File: src/sv/assert_macros.svh
// Assertion macros used by the audio channel mixer RTL.
`ifndef ASSERT_MACROS_SVH
`define ASSERT_MACROS_SVH

`ifndef NO_ASSERTIONS

// Expression holds on every clock edge outside reset.
`define ASSERT_ALWAYS(label, clk, rst, expr) \
   label: assert property (@(posedge clk) disable iff (rst) (expr)) \
      else $error("assertion failed: %m");

// Antecedent implies consequent on the same edge.
`define ASSERT_IMPLIES(label, clk, rst, ante, cons) \
   label: assert property (@(posedge clk) disable iff (rst) (ante) |-> (cons)) \
      else $error("assertion failed: %m");

// Antecedent implies consequent on the following edge.
`define ASSERT_NEXT(label, clk, rst, ante, cons) \
   label: assert property (@(posedge clk) disable iff (rst) (ante) |=> (cons)) \
      else $error("assertion failed: %m");

`else

`define ASSERT_ALWAYS(label, clk, rst, expr)
`define ASSERT_IMPLIES(label, clk, rst, ante, cons)
`define ASSERT_NEXT(label, clk, rst, ante, cons)

`endif

`endif

File: src/sv/acrm_pkg.sv
// Package: types, codes and helper functions of the audio channel mixer.
`timescale 1ns / 1ps
`default_nettype none

package acrm_pkg;

   // Store geometry and field widths
   localparam int STORE_DEPTH = 1024;
   localparam int ELEM_W      = 16;
   localparam int ACC_W       = 32;
   localparam int CSR_IDX_W   = 3;
   localparam int CSR_DATA_W  = 16;

   // Item modes
   localparam logic MODE_LOAD = 1'b0;
   localparam logic MODE_MIX  = 1'b1;

   typedef enum logic [2:0] {
      STATUS_MIXED   = 3'd0,
      STATUS_PASSED  = 3'd1,
      STATUS_STARVED = 3'd2,
      STATUS_LOADED  = 3'd3,
      STATUS_DROPPED = 3'd4
   } status_type;

   typedef enum logic [1:0] {
      FMT_S8  = 2'd0,
      FMT_S16 = 2'd1,
      FMT_U8  = 2'd2,
      FMT_U16 = 2'd3
   } fmt_type;

   typedef enum logic [CSR_IDX_W-1:0] {
      CSR_ENABLE = 3'd0,
      CSR_FORMAT = 3'd1,
      CSR_STEREO = 3'd2,
      CSR_VOLUME = 3'd3,
      CSR_STEP   = 3'd4
   } csr_idx_type;

   // Register reset values
   localparam logic        ENABLE_RST = 1'b0;
   localparam fmt_type     FORMAT_RST = FMT_S8;
   localparam logic        STEREO_RST = 1'b0;
   localparam logic [15:0] VOLUME_RST = 16'hffff;
   localparam logic [15:0] STEP_RST   = 16'd256;

   // Channel payloads
   typedef struct packed {
      logic                    mode;
      logic [ELEM_W-1:0]       raw_element;
      logic signed [ACC_W-1:0] acc_left_in;
      logic signed [ACC_W-1:0] acc_right_in;
   } req_type;

   typedef struct packed {
      logic signed [ACC_W-1:0] acc_left_out;
      logic signed [ACC_W-1:0] acc_right_out;
      status_type              status;
   } rsp_type;

   typedef struct packed {
      logic [CSR_IDX_W-1:0]  index;
      logic [CSR_DATA_W-1:0] data;
   } csr_type;

   // Settings the datapath needs
   typedef struct packed {
      fmt_type     sample_format;
      logic        stereo;
      logic [15:0] volume;
   } cfg_type;

   // Item leaving the accept stage, aligned with the store read data
   typedef struct packed {
      logic                    valid;
      logic                    mixed;
      status_type              status;
      logic signed [ACC_W-1:0] acc_left;
      logic signed [ACC_W-1:0] acc_right;
   } stage_type;

   // Item after the multiply stage
   typedef struct packed {
      logic                    valid;
      logic                    mixed;
      status_type              status;
      logic signed [ACC_W-1:0] acc_left;
      logic signed [ACC_W-1:0] acc_right;
      logic signed [32:0]      prod_left;
      logic signed [32:0]      prod_right;
   } prod_stage_type;

   // Raw element to a signed 16-bit sample
   function automatic logic signed [15:0] widen(input fmt_type fmt,
                                                input logic [ELEM_W-1:0] raw);
      logic signed [15:0] s;
      unique case (fmt)
         FMT_S8:  s = {raw[7:0], 8'h00};
         FMT_S16: s = raw;
         FMT_U8:  s = {~raw[7], raw[6:0], 8'h00};
         FMT_U16: s = {~raw[15], raw[14:0]};
         default: s = raw;
      endcase
      return s;
   endfunction

endpackage

`default_nettype wire

File: src/sv/acrm_chan_if.sv
// Valid/ready channel interface carrying one payload per transaction.
`timescale 1ns / 1ps
`default_nettype none

interface acrm_chan_if #(
   parameter type payload_type = logic
) ();
   logic        valid;
   logic        ready;
   payload_type payload;

   modport source (output valid, output payload, input ready);
   modport sink   (input valid, input payload, output ready);
endinterface

`default_nettype wire

File: src/sv/acrm_mac.sv
// Widen, scale by volume and accumulate; output register toward the result channel.
`timescale 1ns / 1ps
`default_nettype none

module acrm_mac (
   input  wire logic                       clock,
   input  wire logic                       reset,
   input  wire acrm_pkg::cfg_type          cfg,
   input  wire acrm_pkg::stage_type        s1,
   input  wire logic [acrm_pkg::ELEM_W-1:0] rd_data_a,
   input  wire logic [acrm_pkg::ELEM_W-1:0] rd_data_b,
   output logic                            advance,
   acrm_chan_if.source                     rsp_chan
);

   acrm_pkg::prod_stage_type s2_ff, s2_in;
   logic                     rsp_valid_ff, rsp_valid_in;
   acrm_pkg::rsp_type        rsp_ff, rsp_in;

   logic signed [15:0] samp_left;
   logic signed [15:0] samp_right;
   logic signed [32:0] vol_ext;
   logic signed [31:0] add_left;
   logic signed [31:0] add_right;

   // Whole pipeline moves when the output register is free or taken
   assign advance = !rsp_valid_ff || rsp_chan.ready;

   // Multiply stage
   always_comb begin
      samp_left        = acrm_pkg::widen(cfg.sample_format, rd_data_a);
      samp_right       = cfg.stereo ? acrm_pkg::widen(cfg.sample_format, rd_data_b)
                                    : samp_left;
      vol_ext          = $signed({17'd0, cfg.volume});
      s2_in.valid      = s1.valid;
      s2_in.mixed      = s1.mixed;
      s2_in.status     = s1.status;
      s2_in.acc_left   = s1.acc_left;
      s2_in.acc_right  = s1.acc_right;
      s2_in.prod_left  = 33'(samp_left) * vol_ext;
      s2_in.prod_right = 33'(samp_right) * vol_ext;
   end

   // Accumulate mixed items: floor of product over 2^16, wrapping sum; others pass through
   always_comb begin
      add_left  = {{15{s2_ff.prod_left[32]}}, s2_ff.prod_left[32:16]};
      add_right = {{15{s2_ff.prod_right[32]}}, s2_ff.prod_right[32:16]};
      rsp_valid_in         = s2_ff.valid;
      rsp_in.status        = s2_ff.status;
      rsp_in.acc_left_out  = s2_ff.mixed ? s2_ff.acc_left + add_left : s2_ff.acc_left;
      rsp_in.acc_right_out = s2_ff.mixed ? s2_ff.acc_right + add_right : s2_ff.acc_right;
   end

   always_ff @(posedge clock) begin
      if (reset) begin
         s2_ff.valid  <= 1'b0;
         rsp_valid_ff <= 1'b0;
      end else if (advance) begin
         s2_ff        <= s2_in;
         rsp_valid_ff <= rsp_valid_in;
         rsp_ff       <= rsp_in;
      end
   end

   assign rsp_chan.valid   = rsp_valid_ff;
   assign rsp_chan.payload = rsp_ff;

endmodule

`default_nettype wire

File: src/flat_wrapper.sv
// flat-port wrapper written by rule: the top's interface ports become plain ports
module acrm_mac_flat 
  (clock, reset, cfg, s1, rd_data_a, rd_data_b, advance, rsp_chan_valid, rsp_chan_payload, rsp_chan_ready);
  acrm_chan_if rsp_chan_i ();
  input  wire logic clock;
  input  wire logic reset;
  input  wire acrm_pkg::cfg_type cfg;
  input  wire acrm_pkg::stage_type s1;
  input  wire logic [acrm_pkg::ELEM_W-1:0] rd_data_a;
  input  wire logic [acrm_pkg::ELEM_W-1:0] rd_data_b;
  output logic advance;
  output wire logic [$bits(rsp_chan_i.valid)-1:0] rsp_chan_valid;
  output wire logic [$bits(rsp_chan_i.payload)-1:0] rsp_chan_payload;
  input wire logic [$bits(rsp_chan_i.ready)-1:0] rsp_chan_ready;
  assign rsp_chan_valid = rsp_chan_i.valid;
  assign rsp_chan_payload = rsp_chan_i.payload;
  assign rsp_chan_i.ready = rsp_chan_ready;
  acrm_mac u_core (.clock(clock), .reset(reset), .cfg(cfg), .s1(s1), .rd_data_a(rd_data_a), .rd_data_b(rd_data_b), .advance(advance), .rsp_chan(rsp_chan_i));
endmodule
File: config.mk
export PLATFORM = sky130hd
export DESIGN_NAME = acrm_mac_flat
export DESIGN_NICKNAME = d
export VERILOG_FILES = /design/src/sv/assert_macros.svh /design/src/sv/acrm_pkg.sv /design/src/sv/acrm_chan_if.sv /design/src/sv/acrm_mac.sv /design/src/flat_wrapper.sv
export SDC_FILE = /design/constraint.sdc
export NUM_CORES = 1
export LEC_CHECK = 0
export BUFFER_PORTS_ARGS = -buffer_cell sky130_fd_sc_hd__buf_2
export CAP_MARGIN = 20
export CELL_PAD_IN_SITES_DETAIL_PLACEMENT = 1
export CELL_PAD_IN_SITES_GLOBAL_PLACEMENT = 1
export CORE_AREA = 3 3 48 50
export DETAILED_ROUTE_END_ITERATION = 12
export DIE_AREA = 0 0 51 53
export PLACE_DENSITY_LB_ADDON = 0.1
export SLEW_MARGIN = 15
export SYNTH_ARGS = -nofsm -noshare
export SYNTH_HDL_FRONTEND = slang
export SYNTH_SLANG_ARGS = --single-unit
File: constraint.sdc
create_clock -name clock -period 2 [get_ports clock]
set_input_delay 0.4 -clock clock [delete_from_list [all_inputs] [get_ports clock]]
set_output_delay 0.4 -clock clock [all_outputs]
set_load 0.01 [all_outputs]
After elaboration in Yosys (flattened, before gate mapping)
Index checks and enable logic that the tools add are counted.

word-level totals
  register bits after elaboration = 4
  bits in latches = 0
  bits in writable memories = 0
  ROM bits = 0
  input bits = 123
  output and inout bits = 3
  word-level logic and storage cells = 8
  memories kept = 0

operators by class
  add/sub/neg operators = 0
  multipliers = 0
  div/mod/pow operators = 0
  magnitude comparators = 0
  equality and inequality tests = 0
  shift operators = 0
  mux-type cells = 0
  bitwise operators = 1
  reductions and logical operators = 3

operators by type and width
  cell                 count
  2-bit AND reduction  1
  1-bit zero test      1
  1-bit logical OR     1
  1-bit NOT            1

Longest topological paths before layout
  depth in word-level cells = 3
  gate-level depth with buffers = 3
  gate-level depth less buffers = 3

Worst setup path after synthesis
OpenSTA, ideal clock, no wires.

  kind = reg-to-output
  from = register u_core.rsp_valid_ff (netlist: u_core.rsp_chan.valid)
  to = output port advance
  arrival time = 609 ps
  required time = 1600 ps
  setup slack = 991 ps
  cell stages (with the launch flop) = 3
  path buffers = 0
  cells stage by stage = dfxtp_1 nor2b_4 inv_2

on the way
  longest elaborated chain between the ends = 2

ends and longest elaborated chain
  what                    line                text
  start, declared         acrm_mac.sv:17      logic rsp_valid_ff, rsp_valid_in;
  start signal, assigned  acrm_mac.sv:60      rsp_valid_ff <= rsp_valid_in;
  1-bit zero test         acrm_mac.sv:27      assign advance = !rsp_valid_ff || rsp_chan.ready;
  1-bit logical OR        acrm_mac.sv:27
  end, declared           flat_wrapper.sv:11  output logic advance;

No other way between the ends.

Worst setup path after layout
Ends and elaborated chain as after synthesis.

==> results.json <==
{
  "finalMaxSlewViolations": 0,
  "synthSimpleGateAreaFrac": 0.224,
  "die_area_mm2": 0.00270,
  "fin_total_pwr_mw": 0.225,
  "critPathBufInv": 2,
  "worst_pin_slew_ps": 186,
  "syn_to_final_growth_pct": 60.8,
  "timing.final.crit_period_ps": 1340,
  "layout_common_cells": "buf_2, clkbuf_4, edfxtp_1, dfxtp_1",
  "ant_nets": 0,
  "fmax_mhz": 749,
  "dpl.hpwl_um": 268,
  "grt_pass1_wl_um": 614,
  "ctsResizeCount": 0,
  "vias": 129,
  "dr.pass1.iters": 1,
  "path_clk_slew_ps": 40,
  "grt_max_degree": 5,
  "vias_per_cell": 2.58,
  "initial_core_util": 0.0805,
  "cp_top_family": "flip-flops",
  "cpPeakStageDelay_ps": 340,
  "drive_gt1_frac": 0.565,
  "antenna_cells": 0,
  "synth_area_leader_cell": "edfxtp_1",
  "die-height_um": 53,
  "yosysTopAreaCellShare": 0.384,
  "rsz0062_at_grt": "false",
  "crit_path_end_kind": "output pin",
  "ys_ff_latch": 4,
  "yosysUniqueCellTypes": 10,
  "tns_ps": 0,
  "gp_congestion": 0.593,
  "slowest_stage": "dfxtp_1",
  "synthesis.area_um2": 156,
  "antenna_found_initial": 0,
  "h-tree-depth": 1,
  "powerDensity_mw_per_mm2": 894,
  "hold_violations": 0,
  "synthXorXnorAreaFrac": 0,
  "synth_mux_area_frac": 0,
  "synth_fp_nets": 135,
  "globalRouteOverflowTotal": 0,
  "finalSetupViolCount": 0,
  "path_cells": "nor2b_4, inv_2, buf_2",
  "syn_area_per_cell_um2": 13.0,
  "outcome": "finished clean",
  "clkLatencyLatePin_ps": 240,
  "skew_ps": 7.54,
  "crit_path_max_fanout": 3,
  "final_common_cell": "buf_2",
  "io_pins": 126,
  "synth.area.top_cells": "edfxtp_1, dfxtp_1, nor2b_4",
  "wirelength_um": 333,
  "root_buffer": "clkbuf_4",
  "fin_nets": 147,
  "synth-compound-area-share": 0.0880,
  "grt_use_total": 0.0393,
  "ir_drop_uv": 331,
  "cap_violations": 0,
  "syn_inst": 12,
  "wire_per_inst_um": 6.66,
  "grt_pass1_vias": 148,
  "hold_path.class": "input pin to register",
  "worstSetupStartpointType": "register",
  "cts_buffer_depth": 2,
  "dr.first_iter.drc_count": 0,
  "max_slew_margin": 0.876,
  "cts_inserted_buffers": 3,
  "row_count": 16,
  "yosysWarnings": 0,
  "core_region_area_mm2": 0.00194,
  "die_x_um": 51,
  "yosysSeqAreaShare": 0.640,
  "cts_tree": "built",
  "drc": 0,
  "worst_ep_arrival_time_ps": 940,
  "cts-hold-fix-buffers": 0,
  "fin_crit_sh": 0.668,
  "synth-adder-area-share": 0,
  "cts_setup_buffers": 0,
  "synth_top_family_by_area": "simple AND/OR/NAND/NOR gates",
  "leakage_nw": 0.0951,
  "crit_type": "register to output pin",
  "io_buffers": 7,
  "cts_sinks": 4,
  "cp.required_ps": 1600
}
-- registers in the layout, summed over array words and instances (netlist names) --
name                     cells
u_core.rsp_chan.payload      1
u_core.rsp_in                1
u_core.rsp_chan.valid        1
u_core.rsp_valid_in          1
-- path summary, 6_finish.rpt --
| kind | start | endpoint | slack [ps] | cells after the start |
|---|---|---|---|---|
| hold reg to reg | u_core.rsp_in[0] | u_core.rsp_chan.payload | 410 | 0 |
| setup / recovery | u_core.rsp_chan.valid | advance | 660 | 3 |
| setup reg to reg | u_core.rsp_chan.valid | u_core.rsp_chan.payload | 1090 | 2 |
| hold / removal | s1[64] | u_core.rsp_in[0] | 340 | 1 |
-- cells by family (layout without fill, tap and decap cells) --
| group | Yosys count | after routing |
|---|---|---|
| flops | 4 | 4 |
| compound gates | 2 | 2 |
| buf+inv | 2 | 13 |
| simple gates | 4 | 4 |
-- through the flow --
stage	utilization	std cells	setup WS [ps]	hold slack [ps]	area (um2)
after floorplan	-	12	991	400	156
after global placement	0.116	46	766	412	225
after detailed placement	0.116	46	764	405	225
after CTS	0.130	50	637	327	251
after global routing	0.130	50	587	317	251
final	0.130	50	665	337	251
-- where the power goes --
group          switching [mW]  total [mW]  internal [mW]
clock network          0.0377       0.113         0.0752
registers             0.00185      0.0939         0.0921
logic                 0.00901      0.0181        0.00906
-- area by class of cell --
type	instances	area (um2)
Clock buffer	4	26.3
Fill cell	238	1690
Inverter	2	7.51
Multi-Input combinational cell	6	48.8
Sequential cell	4	100
Tap cell	27	33.8
Timing Repair Buffer	7	35.0
-- cell usage after synthesis --
library cell  instances
nor2b_4               1
nand4bb_1             1
nand2b_1              1
inv_2                 1
inv_1                 1
a21oi_2               1
edfxtp_1              2
nor2_1                1
dfxtp_1               2
o21ai_1               1
-- metal layers --
metal,vias to the layer above,share of wire,track usage
met5,-,0,0
met4,0,0.021,0.0404
met3,2,0.23,0.0563
met2,10,0.41,0.0451
met1,56,0.33,0.0269
li1,61,-,-
Note: power is estimated with default switching activity, not from simulation.
